`config.mk`:
```
export PLATFORM = sky130hd
export DESIGN_NAME = stp_port_transmit_decision_core
export DESIGN_NICKNAME = d
export VERILOG_FILES = /design/src/rtl/stptx_pkg.sv /design/src/rtl/stp_port_transmit_decision_core.sv /design/src/rtl/stptx_lane.sv /design/src/rtl/stptx_decide.sv
export VERILOG_INCLUDE_DIRS = /design/src /design/src/rtl
export SDC_FILE = /design/constraint.sdc
export NUM_CORES = 1
export LEC_CHECK = 0
export ABC_AREA = 1
export BUFFER_PORTS_ARGS = -buffer_cell sky130_fd_sc_hd__buf_2
export CAP_MARGIN = 20
export CORE_MARGIN = 8
export CORE_UTILIZATION = 30
export DETAILED_ROUTE_END_ITERATION = 10
export PLACE_DENSITY = 0.63
export RECOVER_POWER = 50
export SYNTH_ARGS = -nofsm -noshare
export SYNTH_HDL_FRONTEND = slang
export SYNTH_HIERARCHICAL = 1
export SYNTH_SLANG_ARGS = --single-unit
```
`constraint.sdc`:
```
create_clock -name clk -period 2.7 [get_ports clk]
set_input_delay 0.54 -clock clk [delete_from_list [all_inputs] [get_ports clk]]
set_output_delay 0.54 -clock clk [all_outputs]
set_load 0.01 [all_outputs]
```
`src/rtl/assert_macros.svh`:
```
// Assertion helpers shared by the RTL files.
// Both macros sample on the rising edge of clk and are held off while rst_n is low.
`ifndef ASSERT_MACROS_SVH
`define ASSERT_MACROS_SVH

// Plain property check
`define ASSERT_CLK(name, prop, msg) \
    name: assert property (@(posedge clk) disable iff (!rst_n) (prop)) else $error(msg);

// Same-cycle implication check
`define ASSERT_IMPLIES(name, ante, cons, msg) \
    name: assert property (@(posedge clk) disable iff (!rst_n) (ante) |-> (cons)) \
        else $error(msg);

`endif

```
`src/rtl/stptx_pkg.sv`:
```
`timescale 1ns / 1ps

package stptx_pkg;

    // Field widths
    localparam int ROLE_W  = 2;
    localparam int TIMER_W = 4;
    localparam int COUNT_W = 4;
    localparam int INFO_W  = 2;
    localparam int KIND_W  = 2;
    localparam int CFG_W   = 16;
    localparam int CFG_IDX_W = 2;

    // Instance fields carry at most this many trees
    localparam int FIELD_INST = 16;
    localparam int MSTI_COUNT_DEF = 16;

    // Port role codes
    localparam logic [ROLE_W-1:0] ROLE_OTHER  = 2'd0;
    localparam logic [ROLE_W-1:0] ROLE_ROOT   = 2'd1;
    localparam logic [ROLE_W-1:0] ROLE_DESIG  = 2'd2;
    localparam logic [ROLE_W-1:0] ROLE_MASTER = 2'd3;

    // BPDU kinds
    localparam logic [KIND_W-1:0] SEND_NONE   = 2'd0;
    localparam logic [KIND_W-1:0] SEND_CONFIG = 2'd1;
    localparam logic [KIND_W-1:0] SEND_TCN    = 2'd2;
    localparam logic [KIND_W-1:0] SEND_RSTP   = 2'd3;

    // Register indexes
    localparam logic [CFG_IDX_W-1:0] REG_TX_HOLD_LIMIT = 2'd0;
    localparam logic [CFG_IDX_W-1:0] REG_HELLO_TIME    = 2'd1;
    localparam logic [CFG_IDX_W-1:0] REG_TX_LOCK       = 2'd2;
    localparam logic [CFG_IDX_W-1:0] REG_MSTI_MASK     = 2'd3;

    // Register reset values
    localparam logic [COUNT_W-1:0]    RST_TX_HOLD_LIMIT = 4'd6;
    localparam logic [TIMER_W-1:0]    RST_HELLO_TIME    = 4'd2;
    localparam logic                  RST_TX_LOCK       = 1'b0;
    localparam logic [FIELD_INST-1:0] RST_MSTI_MASK     = 16'h0000;

    // Flags one instance lane reports
    typedef struct packed {
        logic upd;      // designated, or root with tc running
        logic master;   // master role
    } stptx_lane_flag_t;

    // Bridge-wide settings used by the decision stage
    typedef struct packed {
        logic [COUNT_W-1:0] hold_limit;
        logic [TIMER_W-1:0] hello_time;
        logic               lock;
    } stptx_cfg_t;

    // Per-port variables of one input beat (instance fields go to the lanes)
    typedef struct packed {
        logic               begin_flag;
        logic               port_up;
        logic               bpdu_filtered;
        logic               transmit_ready;
        logic [TIMER_W-1:0] hello_left;
        logic [COUNT_W-1:0] sent_count;
        logic               rstp_mode;
        logic [INFO_W-1:0]  pending_info;
        logic [ROLE_W-1:0]  cist_role;
        logic               cist_tc_active;
    } stptx_item_t;

    // One result beat
    typedef struct packed {
        logic [KIND_W-1:0]  kind;
        logic [INFO_W-1:0]  info;
        logic [COUNT_W-1:0] count;
        logic [TIMER_W-1:0] hello;
        logic               clr;
        logic               skip;
    } stptx_result_t;

endpackage

```
`src/rtl/stp_port_transmit_decision_core.sv`:
```
// Spanning-tree port transmit decision.
// Path: lanes and merge, then the output register that holds the result beat.
// Throughput: 1 beat per cycle unless out_ready stalls; set by the single output register, which loads
// whenever it is empty or its beat is taken in the same cycle.
// Reset: valid and the configuration registers clear to defaults; results are not reset.
`timescale 1ns / 1ps
`include "assert_macros.svh"

module stp_port_transmit_decision_core
    import stptx_pkg::*;
#(
    parameter int MSTI_COUNT = MSTI_COUNT_DEF
)
(
    input  logic                 clk,
    input  logic                 rst_n,
    // configuration
    input  logic                 cfg_we,
    input  logic [CFG_IDX_W-1:0] cfg_index,
    input  logic [CFG_W-1:0]     cfg_data,
    // input channel
    input  logic                 in_valid,
    output logic                 in_ready,
    input  logic                 begin_flag,
    input  logic                 port_up,
    input  logic                 bpdu_filtered,
    input  logic                 transmit_ready,
    input  logic [TIMER_W-1:0]   hello_left,
    input  logic [COUNT_W-1:0]   sent_count,
    input  logic                 rstp_mode,
    input  logic [INFO_W-1:0]    pending_info,
    input  logic [ROLE_W-1:0]    cist_role,
    input  logic                 cist_tc_active,
    input  logic [31:0]          msti_roles,
    input  logic [FIELD_INST-1:0] msti_tc_active,
    // output channel
    output logic                 out_valid,
    input  logic                 out_ready,
    output logic [KIND_W-1:0]    send_kind,
    output logic [INFO_W-1:0]    pending_info_next,
    output logic [COUNT_W-1:0]   sent_count_next,
    output logic [TIMER_W-1:0]   hello_left_next,
    output logic                 clear_tc_ack,
    output logic                 skipped
);

    // Only the instances the fields carry are examined
    localparam int LANE_COUNT = (MSTI_COUNT > FIELD_INST) ? FIELD_INST : MSTI_COUNT;

    logic [COUNT_W-1:0]    hold_limit_reg;
    logic [TIMER_W-1:0]    hello_time_reg;
    logic                  tx_lock_reg;
    logic [FIELD_INST-1:0] msti_mask_reg;

    stptx_cfg_t       cfg;
    stptx_item_t      item;
    stptx_lane_flag_t lane_flag [LANE_COUNT];
    stptx_result_t    res_next;
    stptx_result_t    res_reg;
    logic             out_valid_reg;
    logic             in_fire;

    // Configuration registers
    always_ff @(posedge clk or negedge rst_n)
    begin
        if (!rst_n)
        begin
            hold_limit_reg <= RST_TX_HOLD_LIMIT;
            hello_time_reg <= RST_HELLO_TIME;
            tx_lock_reg    <= RST_TX_LOCK;
            msti_mask_reg  <= RST_MSTI_MASK;
        end
        else if (cfg_we)
        begin
            case (cfg_index)
                REG_TX_HOLD_LIMIT: hold_limit_reg <= cfg_data[COUNT_W-1:0];
                REG_HELLO_TIME:    hello_time_reg <= cfg_data[TIMER_W-1:0];
                REG_TX_LOCK:       tx_lock_reg    <= cfg_data[0];
                REG_MSTI_MASK:     msti_mask_reg  <= cfg_data[FIELD_INST-1:0];
                default:           ;
            endcase
        end
    end

    assign cfg.hold_limit = hold_limit_reg;
    assign cfg.hello_time = hello_time_reg;
    assign cfg.lock       = tx_lock_reg;

    assign item.begin_flag     = begin_flag;
    assign item.port_up        = port_up;
    assign item.bpdu_filtered  = bpdu_filtered;
    assign item.transmit_ready = transmit_ready;
    assign item.hello_left     = hello_left;
    assign item.sent_count     = sent_count;
    assign item.rstp_mode      = rstp_mode;
    assign item.pending_info   = pending_info;
    assign item.cist_role      = cist_role;
    assign item.cist_tc_active = cist_tc_active;

    // One lane per examined instance
    for (genvar g = 0; g < LANE_COUNT; g++)
    begin : g_lane
        stptx_lane u_lane (
            .role      (msti_roles[ROLE_W*g +: ROLE_W]),
            .tc_active (msti_tc_active[g]),
            .present   (msti_mask_reg[g]),
            .flag      (lane_flag[g])
        );
    end

    stptx_decide #(
        .LANE_COUNT (LANE_COUNT)
    ) u_decide (
        .item      (item),
        .cfg       (cfg),
        .lane_flag (lane_flag),
        .res       (res_next)
    );

    // Output register; takes a new beat when empty or being drained
    assign in_ready = !out_valid_reg || out_ready;
    assign in_fire  = in_valid && in_ready;

    always_ff @(posedge clk or negedge rst_n)
    begin
        if (!rst_n)
            out_valid_reg <= 1'b0;
        else if (in_ready)
            out_valid_reg <= in_valid;
    end

    always_ff @(posedge clk)
    begin
        if (in_fire)
            res_reg <= res_next;
    end

    assign out_valid         = out_valid_reg;
    assign send_kind         = res_reg.kind;
    assign pending_info_next = res_reg.info;
    assign sent_count_next   = res_reg.count;
    assign hello_left_next   = res_reg.hello;
    assign clear_tc_ack      = res_reg.clr;
    assign skipped           = res_reg.skip;

    // Checks
    `ASSERT_IMPLIES(a_stall_blocks_input, out_valid && !out_ready, !in_ready,
        "input taken while result beat is stalled")
    `ASSERT_IMPLIES(a_skip_sends_nothing, out_valid && skipped,
        (send_kind == SEND_NONE) && !clear_tc_ack, "skipped beat sends a BPDU")
    `ASSERT_IMPLIES(a_send_clears_info, out_valid && (send_kind != SEND_NONE),
        pending_info_next == '0, "info flags left set after a send")
    `ASSERT_CLK(a_clr_only_on_send,
        !(out_valid && clear_tc_ack) || (send_kind == SEND_CONFIG) ||
        (send_kind == SEND_RSTP), "tc ack cleared without config or RSTP BPDU")

endmodule

```
`src/rtl/stptx_lane.sv`:
```
`timescale 1ns / 1ps

// One MSTI lane: classifies that instance's role for the periodic pass
// and the master check.
module stptx_lane
    import stptx_pkg::*;
(
    input  logic [ROLE_W-1:0] role,
    input  logic              tc_active,
    input  logic              present,
    output stptx_lane_flag_t  flag
);

    always_comb
    begin
        flag.upd    = present &&
                      ((role == ROLE_DESIG) || ((role == ROLE_ROOT) && tc_active));
        flag.master = present && (role == ROLE_MASTER);
    end

endmodule

```
`src/rtl/stptx_decide.sv`:
```
`timescale 1ns / 1ps

// Merge of lane flags plus the transmit decision for one port.
module stptx_decide
    import stptx_pkg::*;
#(
    parameter int LANE_COUNT = FIELD_INST
)
(
    input  stptx_item_t      item,
    input  stptx_cfg_t       cfg,
    input  stptx_lane_flag_t lane_flag [LANE_COUNT],
    output stptx_result_t    res
);

    logic               msti_upd;
    logic               msti_master;
    logic               skip;
    logic               init;
    logic               periodic;
    logic               cist_upd;
    logic [INFO_W-1:0]  info_p;
    logic [TIMER_W-1:0] hello_p;
    logic [KIND_W-1:0]  kind;

    // OR the lane flags together
    always_comb
    begin
        msti_upd    = 1'b0;
        msti_master = 1'b0;
        for (int i = 0; i < LANE_COUNT; i++)
        begin
            msti_upd    = msti_upd | lane_flag[i].upd;
            msti_master = msti_master | lane_flag[i].master;
        end
    end

    assign skip     = (item.bpdu_filtered && !item.begin_flag) || cfg.lock;
    assign init     = item.begin_flag || !item.port_up;
    assign periodic = (item.hello_left == '0);
    assign cist_upd = (item.cist_role == ROLE_DESIG) ||
                      ((item.cist_role == ROLE_ROOT) && item.cist_tc_active);

    // Periodic pass on hello expiry
    always_comb
    begin
        info_p  = item.pending_info;
        hello_p = item.hello_left;
        if (periodic)
        begin
            info_p  = item.pending_info | {msti_upd, cist_upd};
            hello_p = cfg.hello_time;
        end
    end

    // BPDU kind, gated by hello and the hold limit
    always_comb
    begin
        kind = SEND_NONE;
        if ((hello_p != '0) && (item.sent_count < cfg.hold_limit))
        begin
            if (!item.rstp_mode)
            begin
                if (info_p[0] && (item.cist_role == ROLE_DESIG))
                    kind = SEND_CONFIG;
                else if (info_p[0] && (item.cist_role == ROLE_ROOT))
                    kind = SEND_TCN;
            end
            else if (info_p[0] || (info_p[1] && !msti_master))
            begin
                kind = SEND_RSTP;
            end
        end
    end

    // Result selection
    always_comb
    begin
        res.kind  = SEND_NONE;
        res.info  = item.pending_info;
        res.count = item.sent_count;
        res.hello = item.hello_left;
        res.clr   = 1'b0;
        res.skip  = 1'b0;
        if (skip)
        begin
            res.skip = 1'b1;
        end
        else if (init)
        begin
            res.info  = '1;
            res.count = '0;
            res.hello = cfg.hello_time;
        end
        else if (item.transmit_ready)
        begin
            res.info  = info_p;
            res.hello = hello_p;
            res.kind  = kind;
            res.clr   = (kind == SEND_CONFIG) || (kind == SEND_RSTP);
            if (kind != SEND_NONE)
            begin
                res.info  = '0;
                res.count = COUNT_W'(item.sent_count + 4'd1);
                res.hello = cfg.hello_time;
            end
        end
    end

endmodule

```
==> results of run 1 <==
-- through the flow --
step                total power [mW]  hold slack, ps  util, %
finish                         1.782           445.7    39.16
global route                   1.908           445.7    39.16
CTS                            1.807           265.7    39.28
detailed placement             1.275           455.0    37.89
global placement               1.261           456.0    37.89
floorplan                      1.094           244.4        -
-- power breakdown --
group	internal (mW)	switching [mW]	leakage [nW]
Sequential	0.719	0.0511	0.452
Combinational	0.190	0.297	1.36
Clock	0.303	0.222	0.0614
-- layout make-up --
class                           count  area share, %
Clock buffer                        6          2.406
Tap cell                          108          3.937
Inverter                           53          5.869
Timing Repair Buffer              107          15.53
Sequential cell                    40          31.32
Clock inverter                      2          1.130
Multi-Input combinational cell    302          39.81
-- layout by cell type (no fill, tap or decap) --
cell type	n
bufinv_16	1
buf_2	102
a21oi_2	1
nand3_1	22
ha_1	4
clkbuf_8	6
nor2_8	1
dfstp_2	3
inv_4	1
inv_2	2
a21o_1	1
nor3_1	1
nand3_2	2
edfxtp_1	14
a31oi_1	1
a21oi_1	29
inv_1	50
buf_4	1
nand2_4	1
clkbuf_1	4
clkinv_4	1
nor2_1	66
dfrtp_1	23
o211ai_1	1
nor2_2	3
nand4_1	25
o21ai_0	1
nand2_2	4
nand2_1	139
-- per-layer routing --
layer,vias up,part of all wire [%],global-route usage (%),wire length [um]
met2,100,47,21.10,3560
met3,4,7.3,3.355,552
met4,0,0.41,2.044,31
li1,1502,-,-,-
met5,-,0,0,0
met1,1266,45,14.79,3449
-- worst reg2reg max path, cell delays in order (launching register included) --
cell     delay (ps)
dfstp_2         540
inv_1            40
ha_1            260
nand2_1          60
a21oi_1          60
nor2_1           80
nand2_1          70
nor2_1          110
nand2_2         120
nand2_4         160
inv_4            60
nor2_8          100
nand2_1          60
nand2_1          50
nor2_1           40
-- kinds of logic (layout without fill, tap and decap cells) --
family / count (synthesis) / in the layout / synth area share (%)
compound gates: 34 / 34 / 6.648
buf+inv: 65 / 168 / 9.927
fa+ha+maj: 4 / 4 / 1.847
simple gates: 264 / 264 / 41.92
flops: 40 / 40 / 39.66
-- worst max path at each step --
| stage | to | slack (ps) | cells after the start |
|---|---|---|---|
| floorplan | sent_count_next[0] | 710 | 12 |
| global placement | sent_count_next[0] | 400 | 17 |
| detailed placement | pending_info_next[0] | 360 | 16 |
| CTS | pending_info_next[0] | 660 | 15 |
| global route | pending_info_next[0] | 450 | 15 |
| finish | sent_count_next[0] | 660 | 14 |
==> reports/results.ini, run 1 <==
[run_status]
status=finished, final reports clean

[place]
dp_hpwl_um=6182
placed_cell_area_um2=3321
portBuffers=104
post-place-ws_ps=357.2
dp.cells=610
place.gp.congestion=0.8351

[final_layout]
stdcell_area_um2=3432
register_area_um2=1075
multiInputGateArea_um2=1366
fin_cells=618
largest_reg_flops=16
num_antenna_cells=0
drive_gt1_share_pct=25.29
syn_to_final_growth_pct=26.64
fin_nets=602
fillers=963

[pwr]
ir_drop_mv=0.2567
powerDensity_nw_per_um2=519.2
p_leak_nw=1.872

[hold_path]
hold_start=in_valid
hold_class=primary input to register
whs_path_depth=3
min_to=out_valid

[routing]
final_antenna_net_count=0
routed_via_density=4.647
wirelength_um=7593
wl_per_cell_um=12.29
drc=0
drt_first_iter_violations=241
routed-via-count=2872
drtPass1Iterations=4

[setup_path]
cp-start-kind=register
path_cells=inv_1 > ha_1 > nand2_1 > a21oi_1 > nor2_1 > nand2_1 > nor2_1 > nand2_2 > nand2_4 > inv_4 > nor2_8 > nand2_1 > nand2_1 > nor2_1
worstReg2RegStart=hold_limit_reg[1]
required_ps=2760
cp_top_family=simple AND/OR/NAND/NOR gates
path_buf_inv=2
crit_path_end_kind=register
max_stage_delay_ps=540
cpMostUsedCell=nand2_1
critical_path.startpoint=hold_limit_reg[1]
critPathMaxFanout=9
r2r_end=sent_count_next[0]
critical_path_class=register to register
arrival_ps=2100
rrSetupSlack_ps=660
reg2regPathDepth=14
slowest_stage=dfstp_2

[synthesis]
ys_ff_latch=40
yosysMostFrequentCell=nand2_1
ys_types=26
yosysTopAreaCellShare_pct=21.24
yosysSeqAreaShare_pct=39.66
synthArstFlopShare_pct=65.00
synth_area_um2=2710
synthesis.nets=500
syn-instance-count=407
syn_area_per_cell_um2=6.659
ys_top_cells_by_count=139 x nand2_1, 66 x nor2_1, 50 x inv_1
synth_area_leaders=dfrtp_1 21%, nand2_1 19%, edfxtp_1 16%
ys.flop_type=dfrtp_1
synth_largest_area_cell=dfrtp_1
synth_edf_count=14
yosysWarningCount=6

[sta]
fin_crit_ps=2042
final_max_slew_viol_count=0
fin_ws_ps=658.4
worstMarginPinSlew_ps=1458
setup_viol=0
fin_crit_sh_pct=75.61
rsz0062_at_grt=false
hold_viol=0
setup_tns_ps=0
fin_skew_ps=9.619
fmax_mhz=489.8
slew_headroom_pct=2.815

[global_routing]
grt_first_pass_wirelength_um=13080
grt_max_degree=27
antenna_found_initial=0
grtUsageTotal_pct=12.17
grt_pass1_vias=2953
overflow=0

[floorplanning]
coreArea_um2=8763
die_x_um=111.0
rows=34
initial_utilization_pct=30.93
ioPinCount=105
die_h_um=111.0
die_area_um2=12330

[cts]
root_buffer=clkbuf_8
cts_made_buffers=5
cts_tree=done
htree_num_levels=2
cts_resized=0
cts.sinks=40
cts.clk_slew.worst_paths_ps=90
clkLatencyLatePin_ps=290
postCtsSetupBuffers=0
cts_max_path_buffers=2
hold_buffers=0

[job]
drv_cap=0

No activity file was read; power rests on OpenSTA's default activity.
==> run 2, diff against run 1 <==
ABC_AREA = 0   (was 1)
PLACE_DENSITY = 0.66   (was 0.63)
clock period = 1.7 ns   (was 2.7 ns; I/O delays follow)
==> reports/results.ini, run 2 <==
[routing]
drc=0  ; unchanged
drt_first_iter_violations=88  ; -63%
routed-via-count=2290  ; -20%
final_antenna_net_count=0  ; unchanged
wirelength_um=7237  ; -4.7%
drtPass1Iterations=7  ; +3
wl_per_cell_um=15.27  ; +24%
routed_via_density=4.831  ; +4.0%

[global_routing]
grtUsageTotal_pct=12.61  ; +0.44 points
grt_max_degree=27  ; unchanged
antenna_found_initial=0  ; unchanged
grt_pass1_vias=2504  ; -15%
use_met3_pct=3.569  ; +0.21 points
overflow=0  ; unchanged
grt.busiest_layer=met2
met2_usage_pct=22.12  ; +1.0 points
met1_usage_pct=13.77  ; -1.0 points
grt_first_pass_wirelength_um=11520  ; -12%

[synthesis]
synth_largest_area_cell=dfrtp_1
yosysSeqAreaShare_pct=44.03  ; +4.4 points
synth_area_um2=2441  ; -9.9%
synthSimpleGateAreaFrac_pct=29.22  ; -13 points
ys_ff_latch=40  ; unchanged
ys.flop_type=dfrtp_1
ys_types=41  ; +58%
synth_edf_count=14  ; unchanged
synth_area_leaders=dfrtp_1 24%, edfxtp_1 17%, mux2_2 6.9%
synth_xor_area_share_pct=0.3588  ; +0.36 points
syn-instance-count=215  ; -47%
synthesis.nets=308  ; -38%
synth_fa_ha_area_share_pct=2.050  ; +0.20 points
synth_top_family_by_area=simple AND/OR/NAND/NOR gates
synth_mux_area_share_pct=13.48  ; +13 points
yosysWarningCount=6  ; unchanged
yosysTopAreaCellShare_pct=23.58  ; +2.3 points
synth_compound_gate_area_share_pct=8.713  ; +2.1 points
synthArstFlopShare_pct=65.00  ; unchanged
ys_top_cells_by_count=23 x dfrtp_1, 19 x nand2_1, 18 x nand3b_1
syn_area_per_cell_um2=11.35  ; +71%
yosysMostFrequentCell=dfrtp_1

[cts]
htree_num_levels=2  ; unchanged
cts.sinks=40  ; unchanged
cts_tree=done
root_buffer=clkbuf_8
cts_made_buffers=5  ; unchanged
clkLatencyLatePin_ps=290  ; about the same
cts_max_path_buffers=2  ; unchanged
cts.clk_slew.worst_paths_ps=90  ; about the same

[setup_path]
cp-start-kind=register
critical_path_class=register to register
crit_path_end_kind=register
critPathMaxFanout=4  ; -5
arrival_ps=2330  ; +230 ps
required_ps=1750  ; -1010 ps

[final_layout]
mostFrequentLayoutCell=buf_2
num_antenna_cells=0  ; unchanged
final_util_pct=45.19  ; +6.0 points
fin_nets=461  ; -23%
largest_reg_flops=16  ; unchanged
drive_gt1_share_pct=59.89  ; +35 points
final_cell_mix=102 x buf_2, 40 x buf_4, 23 x dfrtp_1
syn_to_final_growth_pct=49.05

[sta]
slew_headroom_pct=-4.078  ; -6.9 points
final_max_slew_viol_count=27  ; +27
rsz0062_at_grt=true
fmax_mhz=438.5  ; -10%
fin_skew_ps=5.838  ; -3.781 ps
holdWs_ps=252.5  ; -193.2 ps
hold_viol=0  ; unchanged
fin_ws_ps=-580.4  ; -1239 ps
fin_crit_ps=2280  ; +238.9 ps
setup_viol=13  ; +13
worstMarginPinSlew_ps=1561  ; +103.4 ps
fin_crit_sh_pct=134.1  ; +59 points

[place]
portBuffers=104  ; unchanged
dp_hpwl_um=5854  ; -5.3%
place.gp.congestion=0.7977  ; -4.5%

[hold_path]
hold_class=primary input to register

[floorplanning]
die_h_um=106.2  ; -4.4%
ioPinCount=105  ; unchanged
die_x_um=106.2  ; -4.4%
die_area_um2=11280  ; -8.5%
rows=33  ; -2.9%
coreArea_um2=8051  ; -8.1%
initial_utilization_pct=30.32  ; -0.61 points

[pwr]
finalPower_mw=3.009  ; +69%
powerDensity_nw_per_um2=826.9  ; +59%
p_leak_nw=1.739  ; -7.1%
ir_drop_mv=0.4436  ; +73%

[job]
drv_cap=1  ; +1

[run_status]
violations=max-capacitance violations, max-slew violations, negative setup slack
status=complete, but fails checks

## run 2: cell types whose count changed after synthesis, sizes merged, moves of 22 or more
cell,before,now
nand4,25,3
nand3,24,1
nand2,144,19
inv,53,7
nor2,70,8
mux2,0,25
a21oi,30,8
## run 2: final cells by class
class | count | area (um2)
repair buffers | 149 | 859.6
clock inverters | 3 | 46.29
flip-flops and latches | 40 | 1075
clock buffers | 5 | 68.82
well taps | 105 | 131.4
fillers | 800 | 4413
multi-input cells | 165 | 1431
inverters | 7 | 26.28
## run 2: kinds of logic after synthesis
| family | Yosys count |
|---|---|
| compound gates | 27 |
| xor+xnor | 1 |
| fa+ha+maj | 4 |
| buf+inv | 10 |
| flops | 40 |
| mux | 26 |
| simple gates | 107 |
## run 2: through the flow
stage          std cells  instance area, um2  worst slack (ps)  TNS [ps]
5_1_grt              474                3638            -707.1     -7525
2_1_floorplan        215                2480            -386.6     -3375
3_3_place_gp         458                3383            -786.2     -8835
4_1_cts              471                3608            -626.1     -6672
3_5_place_dp         458                3383            -786.1     -8532
6_report             474                3638            -580.4     -5935
## run 2: routing by layer
metal / part of all wire (%) / wire length (um)
met5: 0 / 0
met4: 3.4 / 244
met3: 6.4 / 460
met2: 49 / 3553
met1: 41 / 2979
## run 2: final timing paths
path | endpoint | slack, ps | from | cells past startpoint
setup reg to reg | hello_left_next[3] | -580 | msti_mask_reg[14] | 9
setup / recovery | hello_left_next[3] | -580 | msti_mask_reg[14] | 9
hold / removal | out_valid | 250 | in_valid | 2
min in group asynchronous | msti_mask_reg[13] | 420 | rst_n | 1
max in group asynchronous | out_valid | 380 | rst_n | 1
hold reg to reg | hold_limit_reg[3] | 510 | hold_limit_reg[3] | 1
## run 2: critical path: stages (launching register included)
cell and delay, ps:
dfrtp_1 400, nand4b_1 90, nand2_1 90, nor4_4 290, buf_4 160, a41oi_2 120, o21ai_2 220, a211oi_4 100
or3_4 370, a22o_1 190
## run 2: timing repair
| item | 4_1_cts | 5_1_grt |
|---|---|---|
| pin swaps | 12 | 9 |
| gates resized for setup | 16 | 8 |
| setup buffers | 8 | 3 |
| setup endpoints to repair | 13 | 13 |
| hold buffers | 0 | 0 |
| hold endpoints to repair | 0 | 0 |
## run 2: report_power, final
part / internal, mW / total [mW] / switching, mW
Sequential: 1.16 / 1.25 / 0.0889
Clock: 0.443 / 0.819 / 0.376
Combinational: 0.547 / 0.939 / 0.392
==> run 3, diff against run 2 <==
CORE_UTILIZATION = 43   (was 30)
PLACE_DENSITY = 0.85   (was 0.66)
==> reports/results.ini, run 3 (synthesis gave the netlist of run 2 again) <==
[run_status]
status=complete, but fails checks
violations=negative setup slack

[cts]
cts.clk_slew.worst_paths_ps=70  ; -20 ps
htree_num_levels=2  ; unchanged
cts.sinks=40  ; unchanged
cts_max_path_buffers=2  ; unchanged
clkLatencyLatePin_ps=280  ; about the same
root_buffer=clkbuf_8
hold_buffers=0  ; unchanged
cts_made_buffers=5  ; unchanged
cts_tree=done

[floorplanning]
rows=27  ; -18%
die_x_um=91.35  ; -14%
ioPinCount=105  ; unchanged
die_h_um=91.35  ; -14%
die_area_um2=8344  ; -26%
initial_utilization_pct=44.33  ; +14 points
coreArea_um2=5507  ; -32%

[pwr]
power.share.switching_pct=27.36  ; -1.1 points
finalPower_mw=2.805  ; -6.8%
pwr-share-comb_pct=31.3  ; about the same
p_int_mw=2.038  ; -5.3%
ir_drop_mv=0.4897  ; +10%
p_leak_nw=1.661  ; -4.5%
pwr-share-clk_pct=23.9  ; -3.3 points
netSwitchingPower_uw=767.5  ; -10%
p_seq_share_pct=44.8  ; +3.3 points
powerDensity_nw_per_um2=812.4  ; -1.8%

[sta]
final_max_slew_viol_count=0  ; -100%
fin_skew_ps=5.861  ; +0.02276 ps
fin_crit_ps=2322  ; +41.90 ps
fmax_mhz=430.6  ; -1.8%
slew_headroom_pct=3.585  ; +7.7 points
holdWs_ps=254.6  ; +2.139 ps
setup_viol=13  ; unchanged
worstMarginPinSlew_ps=1446  ; -114.9 ps
rsz0062_at_grt=true
fin_ws_ps=-622.3  ; -41.90 ps
hold_viol=0  ; unchanged
fin_crit_sh_pct=136.6  ; +2.5 points

[job]
drv_cap=0  ; -1

[setup_path]
max_stage_delay_ps=410  ; about the same
critPathMaxFanout=7  ; +3
cp-start-kind=register
slowest_stage=dfrtp_1
crit_path_end_kind=register
critical_path_class=register to register
cp_top_family=simple AND/OR/NAND/NOR gates
path_cells=buf_4 > nand4b_1 > nand2_1 > nor4_2 > a41oi_2 > o21ai_2 > a211oi_4 > or3_4 > a22o_1
arrival_ps=2360  ; +30 ps
path_buf_inv=1  ; unchanged
required_ps=1740  ; about the same

[routing]
wl_per_cell_um=15.96  ; +4.5%
final_antenna_net_count=0  ; unchanged
drt_first_iter_violations=72  ; -18%
drtPass1Iterations=4  ; -3
routed-via-count=2251  ; -1.7%
drc=0  ; unchanged
wirelength_um=6863  ; -5.2%
routed_via_density=5.235  ; +8.4%

[final_layout]
mostFrequentLayoutCell=buf_2
largest_reg_flops=16  ; unchanged
drive_gt1_share_pct=56.98  ; -2.9 points
fin_cells=430  ; -9.3%
num_antenna_cells=0  ; unchanged
stdcell_area_um2=3453  ; -5.1%
final_cell_mix=102 x buf_2, 34 x buf_4, 23 x dfrtp_1
syn_to_final_growth_pct=41.47
fillers=449  ; -44%
fin_nets=450  ; -2.4%

[place]
post-place-ws_ps=-690.3  ; +95.87 ps
place.gp.congestion=0.9240  ; +16%
dp_hpwl_um=5540  ; -5.4%
portBuffers=104  ; unchanged
placed_cell_area_um2=3274  ; -3.2%
dp.cells=416  ; -9.2%

[global_routing]
antenna_found_initial=0  ; unchanged
overflow=0  ; unchanged
grt_pass1_vias=2388  ; -4.6%
grt_first_pass_wirelength_um=11050  ; -4.1%
grt_max_degree=27  ; unchanged
grtUsageTotal_pct=16.26  ; +3.7 points

[hold_path]
hold_class=primary input to register

run 3: metrics by stage:
stage | TNS (ps) | util (%)
2_1_floorplan | -3375 | -
3_3_place_gp | -6977 | 59.46
3_5_place_dp | -7343 | 59.46
4_1_cts | -6208 | 62.12
5_1_grt | -7395 | 62.71
6_report | -6385 | 62.71
run 3: routing by layer:
layer | vias up | global-route usage [%] | share of wire, %
met5 | - | 0 | 0
met4 | 0 | 4.638 | 1.1
met3 | 7 | 5.679 | 7.1
met2 | 70 | 29.32 | 52
met1 | 1062 | 17.50 | 40
li1 | 1112 | - | -
run 3: power groups by stage:
stage / clock network (mW) / logic [mW] / registers (mW)
5_1_grt: 0.721 / 0.961 / 1.28
4_1_cts: 0.695 / 0.849 / 1.26
3_3_place_gp: 0 / 0.786 / 1.27
6_report: 0.670 / 0.878 / 1.26
2_1_floorplan: 0 / 0.423 / 1.27
3_5_place_dp: 0 / 0.816 / 1.28
run 3: path summary, 6_finish.rpt:
path	startpoint	end	slack, ps	depth (start not counted)
worst max-delay path	msti_mask_reg[4]	hello_left_next[3]	-620	9
worst max register to register	msti_mask_reg[4]	hello_left_next[3]	-620	9
min in group asynchronous	rst_n	msti_mask_reg[15]	380	1
worst min-delay path	in_valid	out_valid	250	2
max in group asynchronous	rst_n	hello_time_reg[2]	470	1
worst min register to register	out_valid	out_valid	520	2
run 3: layout make-up:
class | instances | area (um2) | share of cell area [%]
sequential | 40 | 1075 | 31.12
clock buffer | 8 | 100.1 | 2.899
inverter | 7 | 26.28 | 0.7609
tap | 72 | 90.09 | 2.609
multi-input combinational | 165 | 1389 | 40.22
timing repair buffer | 138 | 773.2 | 22.39
run 3: repair_timing:
item / in CTS / in global routing
setup endpoints to repair: 13 / 13
buffers inserted: 3 / 3
pin swaps: 8 / 3
resized for setup: 6 / 6
